## config.mk

```make
export PLATFORM = sky130hd
export DESIGN_NAME = cpt_ctrl
export DESIGN_NICKNAME = d
export VERILOG_FILES = /design/src/sv/cpt_pkg.sv /design/src/sv/cpt_ctrl.sv
export SDC_FILE = /design/constraint.sdc
export NUM_CORES = 1
export LEC_CHECK = 0
export BUFFER_PORTS_ARGS = -buffer_cell sky130_fd_sc_hd__buf_2
export CAP_MARGIN = 15
export CORE_ASPECT_RATIO = 1.2
export CORE_MARGIN = 8
export CORE_UTILIZATION = 53
export DETAILED_ROUTE_END_ITERATION = 12
export GPL_TIMING_DRIVEN = 0
export HOLD_SLACK_MARGIN = 0.05
export PLACE_DENSITY = 0.84
export SLEW_MARGIN = 15
export SYNTH_ARGS = -nofsm -noshare
export SYNTH_HDL_FRONTEND = slang
export SYNTH_SLANG_ARGS = --single-unit
export TNS_END_PERCENT = 10
```

## constraint.sdc

```tcl
create_clock -name i_clk -period 2.4 [get_ports i_clk]
set_input_delay 0 -clock i_clk [delete_from_list [all_inputs] [get_ports i_clk]]
set_output_delay 0 -clock i_clk [all_outputs]
set_load 0.01 [all_outputs]
```

## src/sv/cpt_pkg.sv

```systemverilog
// ============================================================================
// Contact plan table package
// Shared constants, transaction types and controller/datapath command types.
// ============================================================================
`default_nettype none

package cpt_pkg;

    localparam int TABLE_DEPTH = 64;
    localparam int IDX_W       = $clog2(TABLE_DEPTH);
    localparam int CNT_W       = IDX_W + 1;
    localparam int ENTRY_W     = 6;
    localparam int CMP_W       = ENTRY_W + 1;
    localparam int DIV_STEPS   = 32;
    localparam int DCNT_W      = 6;

    // opcodes
    localparam logic [2:0] OP_CLEAR   = 3'd0;
    localparam logic [2:0] OP_ADD     = 3'd1;
    localparam logic [2:0] OP_LOOKUP  = 3'd2;
    localparam logic [2:0] OP_LIST    = 3'd3;
    localparam logic [2:0] OP_RESERVE = 3'd4;
    localparam logic [2:0] OP_RELEASE = 3'd5;
    localparam logic [2:0] OP_CONSUME = 3'd6;
    localparam logic [2:0] OP_NONE    = 3'd7;

    // status codes
    localparam logic [1:0] ST_OK       = 2'd0;
    localparam logic [1:0] ST_FULL     = 2'd1;
    localparam logic [1:0] ST_NOTFOUND = 2'd2;
    localparam logic [1:0] ST_BADIDX   = 2'd3;

    typedef struct packed {
        logic [2:0]  opcode;
        logic [5:0]  entry_index;
        logic [15:0] source_node;
        logic [15:0] dest_node;
        logic [31:0] window_start;
        logic [31:0] window_end;
        logic [23:0] link_rate;
        logic [31:0] light_time;
        logic [31:0] now_time;
        logic [31:0] size_bytes;
    } t_in_item;

    typedef struct packed {
        logic [1:0]         status_code;
        logic [5:0]         found_index;
        logic               is_active;
        logic               is_future;
        logic               is_feasible;
        logic signed [47:0] usable_capacity;
        logic [31:0]        earliest_start;
        logic [31:0]        arrive_time;
        logic               last_result;
    } t_out_item;

    typedef struct packed {
        logic [15:0] src;
        logic [15:0] dst;
        logic [31:0] st;
        logic [31:0] en;
        logic [23:0] rt;
        logic [31:0] lt;
    } t_contact;

    typedef struct packed {
        logic [47:0] used;
        logic [47:0] rsv;
    } t_ctr;

    typedef enum logic [2:0] {
        IX_ZERO  = 3'd0,
        IX_COUNT = 3'd1,
        IX_ENTRY = 3'd2,
        IX_PEND  = 3'd3,
        IX_EVAL  = 3'd4
    } t_idx_sel;

    typedef struct packed {
        logic       load;
        logic       clr_count;
        logic       add_wr;
        logic       scan_clr;
        logic       scan_inc;
        logic       pend_set;
        logic       upd_wr;
        logic       eval_load;
        logic       stage;
        logic       stage_eval;
        logic [1:0] st_status;
        t_idx_sel   st_idx;
        logic       st_last;
        logic       emit;
    } t_cmd;

    typedef struct packed {
        logic [2:0] op;
        logic       full;
        logic       count_zero;
        logic       bad_idx;
        logic       match_pair;
        logic       match_src;
        logic       scan_last;
        logic       pend_v;
        logic       eval_done;
        logic       out_free;
    } t_stat;

endpackage

`default_nettype wire

```

## src/sv/cpt_ctrl.sv

```systemverilog
// ============================================================================
// Contact plan table controller
// Sequences one transaction at a time: dispatch, table scan, evaluate, emit.
// ============================================================================
`default_nettype none

module cpt_ctrl (
    input  wire logic           i_clk,
    input  wire logic           i_rst_n,
    input  wire logic           i_valid,
    output logic                o_stall,
    input  wire cpt_pkg::t_stat i_stat,
    output cpt_pkg::t_cmd       o_cmd
);

    typedef enum logic [6:0] {
        S_IDLE = 7'b0000001,
        S_DISP = 7'b0000010,
        S_RD   = 7'b0000100,
        S_CHK  = 7'b0001000,
        S_LFIN = 7'b0010000,
        S_EVW  = 7'b0100000,
        S_EMIT = 7'b1000000
    } t_state;

    t_state r_state, n_state, r_ret, n_ret;

    assign o_stall = r_state != S_IDLE;

    always_comb begin
        o_cmd   = '0;
        n_state = r_state;
        n_ret   = r_ret;
        case (r_state)
            S_IDLE: begin
                if (i_valid) begin
                    o_cmd.load = 1'b1;
                    n_state    = S_DISP;
                end
            end
            S_DISP: begin
                o_cmd.stage   = 1'b1;
                o_cmd.st_last = 1'b1;
                n_ret         = S_IDLE;
                n_state       = S_EMIT;
                case (i_stat.op)
                    cpt_pkg::OP_CLEAR: begin
                        o_cmd.clr_count = 1'b1;
                        o_cmd.st_status = cpt_pkg::ST_OK;
                        o_cmd.st_idx    = cpt_pkg::IX_ZERO;
                    end
                    cpt_pkg::OP_ADD: begin
                        if (i_stat.full) begin
                            o_cmd.st_status = cpt_pkg::ST_FULL;
                            o_cmd.st_idx    = cpt_pkg::IX_ZERO;
                        end else begin
                            o_cmd.add_wr    = 1'b1;
                            o_cmd.st_status = cpt_pkg::ST_OK;
                            o_cmd.st_idx    = cpt_pkg::IX_COUNT;
                        end
                    end
                    cpt_pkg::OP_LOOKUP, cpt_pkg::OP_LIST: begin
                        o_cmd.scan_clr  = 1'b1;
                        o_cmd.st_status = cpt_pkg::ST_NOTFOUND;
                        o_cmd.st_idx    = cpt_pkg::IX_ZERO;
                        if (!i_stat.count_zero) begin
                            o_cmd.stage = 1'b0;
                            n_state     = S_RD;
                        end
                    end
                    cpt_pkg::OP_RESERVE, cpt_pkg::OP_RELEASE,
                    cpt_pkg::OP_CONSUME: begin
                        o_cmd.st_status = cpt_pkg::ST_BADIDX;
                        o_cmd.st_idx    = cpt_pkg::IX_ENTRY;
                        if (!i_stat.bad_idx) begin
                            o_cmd.stage = 1'b0;
                            n_state     = S_RD;
                        end
                    end
                    default: begin
                        o_cmd.stage = 1'b0;
                        n_state     = S_IDLE;
                    end
                endcase
            end
            S_RD: begin
                n_state = S_CHK;
            end
            S_CHK: begin
                case (i_stat.op)
                    cpt_pkg::OP_LOOKUP: begin
                        if (i_stat.match_pair) begin
                            o_cmd.eval_load = 1'b1;
                            n_state         = S_EVW;
                        end else if (i_stat.scan_last) begin
                            o_cmd.stage     = 1'b1;
                            o_cmd.st_status = cpt_pkg::ST_NOTFOUND;
                            o_cmd.st_idx    = cpt_pkg::IX_ZERO;
                            o_cmd.st_last   = 1'b1;
                            n_ret           = S_IDLE;
                            n_state         = S_EMIT;
                        end else begin
                            o_cmd.scan_inc = 1'b1;
                            n_state        = S_RD;
                        end
                    end
                    cpt_pkg::OP_LIST: begin
                        // hold one match back so the final one can carry the last flag
                        o_cmd.scan_inc = !i_stat.scan_last;
                        n_state        = i_stat.scan_last ? S_LFIN : S_RD;
                        if (i_stat.match_src) begin
                            o_cmd.pend_set = 1'b1;
                            if (i_stat.pend_v) begin
                                o_cmd.stage     = 1'b1;
                                o_cmd.st_status = cpt_pkg::ST_OK;
                                o_cmd.st_idx    = cpt_pkg::IX_PEND;
                                n_ret           = i_stat.scan_last ? S_LFIN : S_RD;
                                n_state         = S_EMIT;
                            end
                        end
                    end
                    default: begin
                        o_cmd.upd_wr    = 1'b1;
                        o_cmd.stage     = 1'b1;
                        o_cmd.st_status = cpt_pkg::ST_OK;
                        o_cmd.st_idx    = cpt_pkg::IX_ENTRY;
                        o_cmd.st_last   = 1'b1;
                        n_ret           = S_IDLE;
                        n_state         = S_EMIT;
                    end
                endcase
            end
            S_LFIN: begin
                o_cmd.stage   = 1'b1;
                o_cmd.st_last = 1'b1;
                if (i_stat.pend_v) begin
                    o_cmd.st_status = cpt_pkg::ST_OK;
                    o_cmd.st_idx    = cpt_pkg::IX_PEND;
                end else begin
                    o_cmd.st_status = cpt_pkg::ST_NOTFOUND;
                    o_cmd.st_idx    = cpt_pkg::IX_ZERO;
                end
                n_ret   = S_IDLE;
                n_state = S_EMIT;
            end
            S_EVW: begin
                if (i_stat.eval_done) begin
                    o_cmd.stage_eval = 1'b1;
                    n_ret            = S_IDLE;
                    n_state          = S_EMIT;
                end
            end
            S_EMIT: begin
                if (i_stat.out_free) begin
                    o_cmd.emit = 1'b1;
                    n_state    = r_ret;
                end
            end
            default: begin
                n_state = S_IDLE;
            end
        endcase
    end

    always_ff @(posedge i_clk) begin
        if (!i_rst_n) begin
            r_state <= S_IDLE;
            r_ret   <= S_IDLE;
        end else begin
            r_state <= n_state;
            r_ret   <= n_ret;
        end
    end

    a_onehot: assert property (@(posedge i_clk) disable iff (!i_rst_n)
        $onehot(r_state))
        else $error("state register not one-hot");

    a_accept_leaves_idle: assert property (@(posedge i_clk) disable iff (!i_rst_n)
        o_cmd.load |=> (r_state == S_DISP))
        else $error("accepted transaction not dispatched");

    a_emit_in_emit: assert property (@(posedge i_clk) disable iff (!i_rst_n)
        o_cmd.emit |-> (r_state == S_EMIT))
        else $error("result emitted outside the emit state");

endmodule

`default_nettype wire

```

== Word level (Yosys, flattened, before mapping) ==
Cells that the tools add are included.
Operators by class
  equal/unequal tests: 21
  multiplexer cells: 59
  reduce and logical (&&, ||, !) cells: 9
Operators by type and width (number)
  $mux 7: 14
  $pmux 7 s7: 1
  $pmux 7 s3: 2
  $pmux 7 s2: 2
  $mux 1: 23
  $pmux 6 s3: 1
  $pmux 5 s3: 1
  $mux 6: 2
  $ne 3x3->1 const B: 4
  $mux 5: 2
  $pmux 5 s2: 1
  $eq 3x3->1 const B: 3
  $mux 4: 2
  $eq 7x1->1 const B: 1
  $eq 7x2->1 const B: 1
  $eq 7x3->1 const B: 1
  $eq 7x4->1 const B: 1
  $eq 7x5->1 const B: 1
  $eq 7x6->1 const B: 1
  $eq 7x7->1 const B: 1
  $ne 7x1->1 const B: 1
  $eq 3x2->1 const B: 2
  $ne 2x2->1 const B: 3
  $pmux 1 s2: 3
  11 further kinds: 15
Storage, ports and cells
  register bits after elaboration: 14
  logic and storage cells: 91

== Logic depth before layout (Yosys ltp) ==
Gate-level depths: netlist of the first run.
  depth after elaboration: 5
  mapped depth: 7

== Worst setup path before layout of the first run ==
Ideal clock, no wire load.
  kind: reg2reg
  start point: reg r_state[5]
  end point: reg r_state[0]
  data required time: 2277 ps
  arrival: 1341 ps
  setup slack: 936 ps
  clock period less this slack: 1464 ps
  stages on the path, launching flop included: 6
  setup time: 123 ps
  cell sequence: dfxtp_1 -> buf_4 -> nor4_1 -> o211ai_1 -> a31o_4 -> o32a_2
On the way
  longest elaborated chain between the ends: 3
  elaborated cells between the ends (all ways): 12
  those cells by class: 10 x eq/ne; 1 x mux; 1 x reduce/logical
Ends and longest elaborated chain
  from (decl): line cpt_ctrl.sv:26  | t_state r_state, n_state, r_ret, n_ret;
  from (signal assigned): line cpt_ctrl.sv:170  | r_state <= n_state;
  $eq 7x6->1 (tied with other cells): line cpt_ctrl.sv:34  | case (r_state)
  $ne 2x2->1 (no source line)
  $reduce_and 3->1 (no source line)
Parallel ways exist; a longest one is shown, timed or not.
A chain may end at the register's enable or synchronous reset.

==> results of run 1 <==
==> cells by family after synthesis <==
group	count (synthesis)	share of synthesized area, %
and+or+nand+nor	56	38.8
buffers and inverters	18	9.72
xor gates and xnor gates	2	1.84
other	1	0.394
AOI/OAI and AO/OA	33	28.3
DFF	10	21.0
==> final cells by class <==
cell class	count	area share, %
Sequential cell	10	16.9
Multi-Input combinational cell	92	55.7
Clock buffer	3	1.90
Inverter	11	3.49
Buffer	7	4.33
Tap cell	19	2.01
Timing Repair Buffer	34	15.6
==> stage by stage <==
stage | power (uW) | cell area, sq um | utilization [%]
after floorplan | 254 | 952 | -
after global placement | 291 | 1130 | 64.1
after detailed placement | 295 | 1130 | 64.1
after CTS | 409 | 1180 | 67.0
after global routing | 431 | 1180 | 67.0
final | 410 | 1180 | 67.0
==> power by group through the flow <==
| stage | sequential (uW) | clock [uW] | combinational [uW] |
|---|---|---|---|
| final | 175 | 112 | 122 |
| after global routing | 176 | 123 | 132 |
| after CTS | 175 | 113 | 121 |
| after detailed placement | 179 | 0 | 117 |
| after global placement | 179 | 0 | 112 |
| after floorplan | 178 | 0 | 76.6 |
==> Yosys cell counts (all sizes together) (2+ instances only) <==
master / instances / share of area, %
o211ai: 3 / 2.4
nor2: 15 / 6.2
o21ai: 7 / 3.7
buf: 7 / 5.4
inv: 11 / 4.3
xor2: 2 / 1.8
and2: 3 / 2.1
nor4: 3 / 3.5
a32o: 2 / 2.1
o221ai: 2 / 2.5
o22ai: 2 / 1.3
nor3b: 4 / 3.2
nand2b: 2 / 1.3
nand3: 7 / 4.7
and3: 4 / 2.9
a31oi: 2 / 1.3
nand3b: 2 / 1.6
nor4b: 2 / 3.4
nand2: 5 / 2.0
a21oi: 6 / 3.5
dfxtp: 10 / 21
nor3: 2 / 2.2
==> cells in the final DEF (no fill, tap or decap), drive strengths merged, types with 3 or more instances in the layout <==
| cell type | instances |
|---|---|
| and3 | 4 |
| nand3 | 7 |
| a21oi | 6 |
| nor4 | 3 |
| o211ai | 3 |
| nand2 | 5 |
| and2 | 3 |
| nor3b | 4 |
| o21ai | 7 |
| buf | 38 |
| inv | 11 |
| nor2 | 15 |
| dlygate4sd3 | 3 |
| clkbuf | 3 |
| dfxtp | 10 |
==> what timing repair did <==
action                    CTS  global route
hold endpoints to repair    3             0
setup buffers               0             0
hold buffers                3             0
==> worst register-to-register path: cells and delay by family, from the launching register on <==
family | cells | cell delay (ns)
compound gates | 3 | 0.66
buf+inv | 1 | 0.18
flops | 1 | 0.33
simple gates | 1 | 0.38
==> registers in the layout (all words and copies together), names as in the netlist <==
register  count
r_state       7
r_ret         3
==> routing by layer <==
layer	track usage, %	vias to the layer above
met4	7.41	0
met3	2.14	6
met2	26.4	34
met1	18.6	483
met5	0	-
li1	-	519
==> path summary, 6_finish.rpt <==
check,from,endpoint,slack [ns],depth (start not counted)
min,i_stat[3],r_ret[4]$_SDFFE_PN0P_,0.05,2
max,r_state[2]$_SDFFE_PN0P_,o_cmd[2],0.56,5
max reg2reg,r_state[5]$_SDFFE_PN0P_,r_state[0]$_SDFFE_PN1P_,0.72,5
min reg2reg,r_ret[4]$_SDFFE_PN0P_,r_state[4]$_SDFFE_PN0P_,0.47,2
==> flow_summary.ini, run 1 <==
[setup_path]
crit_slowest_cell = dfxtp_1
crit_fanout = 10
crit_family = simple AND/OR/NAND/NOR gates
start_kind = flip-flop
path_cells = nor4_4 > nand3_2 > nor4b_4 > nand2b_1 > buf_2
cp.required_ns = 2.40
worst_setup_path_end_kind = output pin
slowest_delay_ns = 0.38
worstPathArrival_ns = 1.84
worstSetupPathType = flip-flop to output pin
crit_buf_inv = 1

[cts]
cts_root_buf = clkbuf_4
cts_tree = done
clockBufferDepth = 2
cts_resized = 0
clock_sinks = 10
worstSkewPairLatency_ns = 0.26
h-tree-depth = 1
cts.clk_slew.worst_paths_ns = 0.06
cts-buffers-inserted = 3

[yosys]
yosysSeqAreaShare_pct = 21.0
ys_async_sr_fraction_pct = 0
syn_avg_cell_area_sq_um = 7.93
synth.cell_area_sq_um = 952
syn_nets = 135
ys_warn_count = 0
ys_ff_latch = 10
postSynthCellCount = 120
ys.flop_type = dfxtp_1
yosysUniqueCellTypes = 51
synth_edf_count = 0

[layout]
finalNonFillerCells = 176
drive_gt1_share_pct = 36.3
multi_input_area_sq_um = 659
area_growth_pct = 24.3
regArea_sq_um = 200
nFillCells = 168
fin_nets = 174
diodes = 0

[global_routing]
grt_max_degree = 11
gr-total-overflow = 0
grt_usage_pct = 15.9
antenna_found_initial = 0
first_global_vias = 1012
grt_first_pass_wirelength_microns = 4320

[timing]
hold_slack_ns = 0.0538
post-route-min-period_ns = 1.84
fmax_ghz = 0.544
hold_viol_final = 0
slew_violations = 0
fin_crit_sh_pct = 76.7
setup_ws_ns = 0.560
fin_setup_tns_ns = 0
rsz0062_at_grt = false
skew_ns = 0.00618
finalSetupViolations = 0

[placed_design]
detailedPlace.worstSlack_ns = 0.752
dp.cells = 170
port_buffers = 31
place.gp.congestion = 0.808
dp_hpwl_microns = 2180

[die]
die_area_sq_um = 3410
die_w_microns = 54.7
rows = 17
dieHeight_microns = 62.4
start_util_pct = 53.9
core_area_sq_um = 1770
io_pins = 33

[pwr]
p_sw_uw = 129
p_clk_share_pct = 27.5
power_density_nw_per_um2 = 346
power.internal_uw = 281
vdd_drop_max_v = 0.000408
p_leak_uw = 0.000571
comb_power_share_pct = 29.8
p_sw_share_pct = 31.4
seqPwrFrac_pct = 42.8

[drt]
via_count = 1042
routedWlPerCell_microns = 15.5
wl_met3_microns = 133
drt_iter0_drc = 47
met1_length_microns = 1090
first_pass_iters = 4
wl_microns = 2730
antenna_left = 0
top_layer = met4
wl_met2_microns = 1440
vias_per_cell = 5.92
drc = 0

[min_path]
min_path_type = input port to flip-flop

[run]
max-cap-violations = 0

[status]
status = finished clean
Power figures use the tool's default switching activity.
==> run 2: changes to the inputs <==
- CORE_UTILIZATION: 53 -> 49
- PLACE_DENSITY: 0.84 -> 0.78
- clock period: 2.4 -> 1.9 ns (I/O delays scaled with it)
==> run 2 against run 1 <==
Compared with the run above:
- register-to-register slack got worse by 0.55 ns
- clock skew increased by 0.0029 ns
- die area rose by 5.9%
- critical endpoint unchanged
==> flow_summary.ini, run 2 (synthesis gave the netlist of run 1 again) <==
[die]
rows = 17
die_area_sq_um = 3620
io_pins = 33
dieHeight_microns = 64.3
core_area_sq_um = 1830
die_w_microns = 56.2
start_util_pct = 52.1

[setup_path]
crit_family = simple AND/OR/NAND/NOR gates
crit_slowest_cell = dfxtp_1
worst_setup_path_end_kind = output pin
worstPathArrival_ns = 1.73
critPathLaunch = r_state[3]$_SDFFE_PN0P_
crit_buf_inv = 1
slowest_delay_ns = 0.38
cp.required_ns = 1.90
r2r-start = r_state[5]$_SDFFE_PN0P_
crit_fanout = 8
start_kind = flip-flop
path_cells = nor4_4 > nand3_4 > nor4b_4 > nand2b_1 > buf_2
worstSetupPathType = flip-flop to output pin

[timing]
post-route-min-period_ns = 1.73
slew_violations = 0
fin_setup_tns_ns = 0
setup_ws_ns = 0.173
skew_ns = 0.00905
fmax_ghz = 0.579
finalSetupViolations = 0
hold_viol_final = 0
fin_crit_sh_pct = 90.9

[layout]
largest_registers = r_state: 7 flops, r_ret: 3 flops
diodes = 0
regMostFlops = r_state
nFillCells = 154
area_growth_pct = 28.5
drive_gt1_share_pct = 38.8
finalNonFillerCells = 179
final_cell_mix = buf_2 (33), nor2_1 (14), inv_1 (10)
final_common_cell = buf_2
largest_register_ffs = 7
fin_nets = 177
finalCoreUtilization_pct = 66.9

[cts]
cts_root_buf = clkbuf_4
cts-buffers-inserted = 3
worstSkewPairLatency_ns = 0.27
cts_tree = done
clock_sinks = 10
cts.clk_slew.worst_paths_ns = 0.07
clockBufferDepth = 2
h-tree-depth = 1

[drt]
vias_per_cell = 5.77
wl_microns = 2670
first_pass_iters = 4
routedWlPerCell_microns = 14.9
antenna_left = 0
via_count = 1032
drc = 0
drt_iter0_drc = 27

[global_routing]
grt_max_degree = 11
antenna_found_initial = 0
gr-total-overflow = 0
grt_first_pass_wirelength_microns = 4570
grt_usage_pct = 14.6
first_global_vias = 1057

[min_path]
min_from = i_stat[1]
min_path_type = input port to flip-flop

[placed_design]
detailedPlace.worstSlack_ns = 0.254
place.gp.congestion = 0.799
port_buffers = 31
dp_hpwl_microns = 2090
dp.cells = 170

[pwr]
power_density_nw_per_um2 = 431
vdd_drop_max_v = 0.000453
p_leak_uw = 0.000584

[run]
max-cap-violations = 0

[status]
status = finished clean
run 2: routing by layer:
layer	track usage, %	up-vias	part of all wire [%]
li1	-	525	-
met1	16.8	477	42
met2	25.8	30	53
met3	4.94	0	5.6
met4	2.11	0	0
met5	0	-	0
run 2: layout make-up:
cell class | count | area [sq um] | share of cell area (%)
inverters | 11 | 41.3 | 3.37
repair buffers | 37 | 210 | 17.2
well taps | 19 | 23.8 | 1.94
clock buffers | 3 | 22.5 | 1.84
plain buffers | 7 | 51.3 | 4.19
multi-input cells | 92 | 672 | 54.9
flip-flops and latches | 10 | 203 | 16.6
run 2: worst register-to-register path, stage by stage, from the launching register on:
cell	delay, ns
dfxtp_1	0.33
buf_4	0.18
nor4_1	0.39
o211ai_1	0.22
a31o_4	0.30
o32a_2	0.18
run 2: timing repair:
action | CTS | global route
setup endpoints to repair | 0 | 7
buffers inserted | 0 | 2
gates resized for setup | 0 | 5
endpoints found under the hold margin | 4 | 0
hold buffers | 4 | 0
run 2: final timing paths:
path	end	slack (ns)	cells after the start
max	o_cmd[2]	0.17	5
min	r_state[5]$_SDFFE_PN0P_	0.10	3
max reg2reg	r_state[0]$_SDFFE_PN1P_	0.17	5
min reg2reg	r_state[4]$_SDFFE_PN0P_	0.45	2
run 2: report_power, final:
group / switching, uW / leakage, uW / internal [uW]
Combinational: 88.4 / 0.000489 / 73.9
Sequential: 7.04 / 0.0000813 / 215
Clock: 70.5 / 0.0000138 / 73.0
Total: 166 / 0.000584 / 362
run 2: through the flow:
step	power, uW	hold slack, ns	area [sq um]
after floorplan	321	0.0302	952
after global placement	369	0.239	1130
after detailed placement	372	0.247	1130
after CTS	525	0.0880	1190
after global routing	559	0.105	1220
final	528	0.104	1220
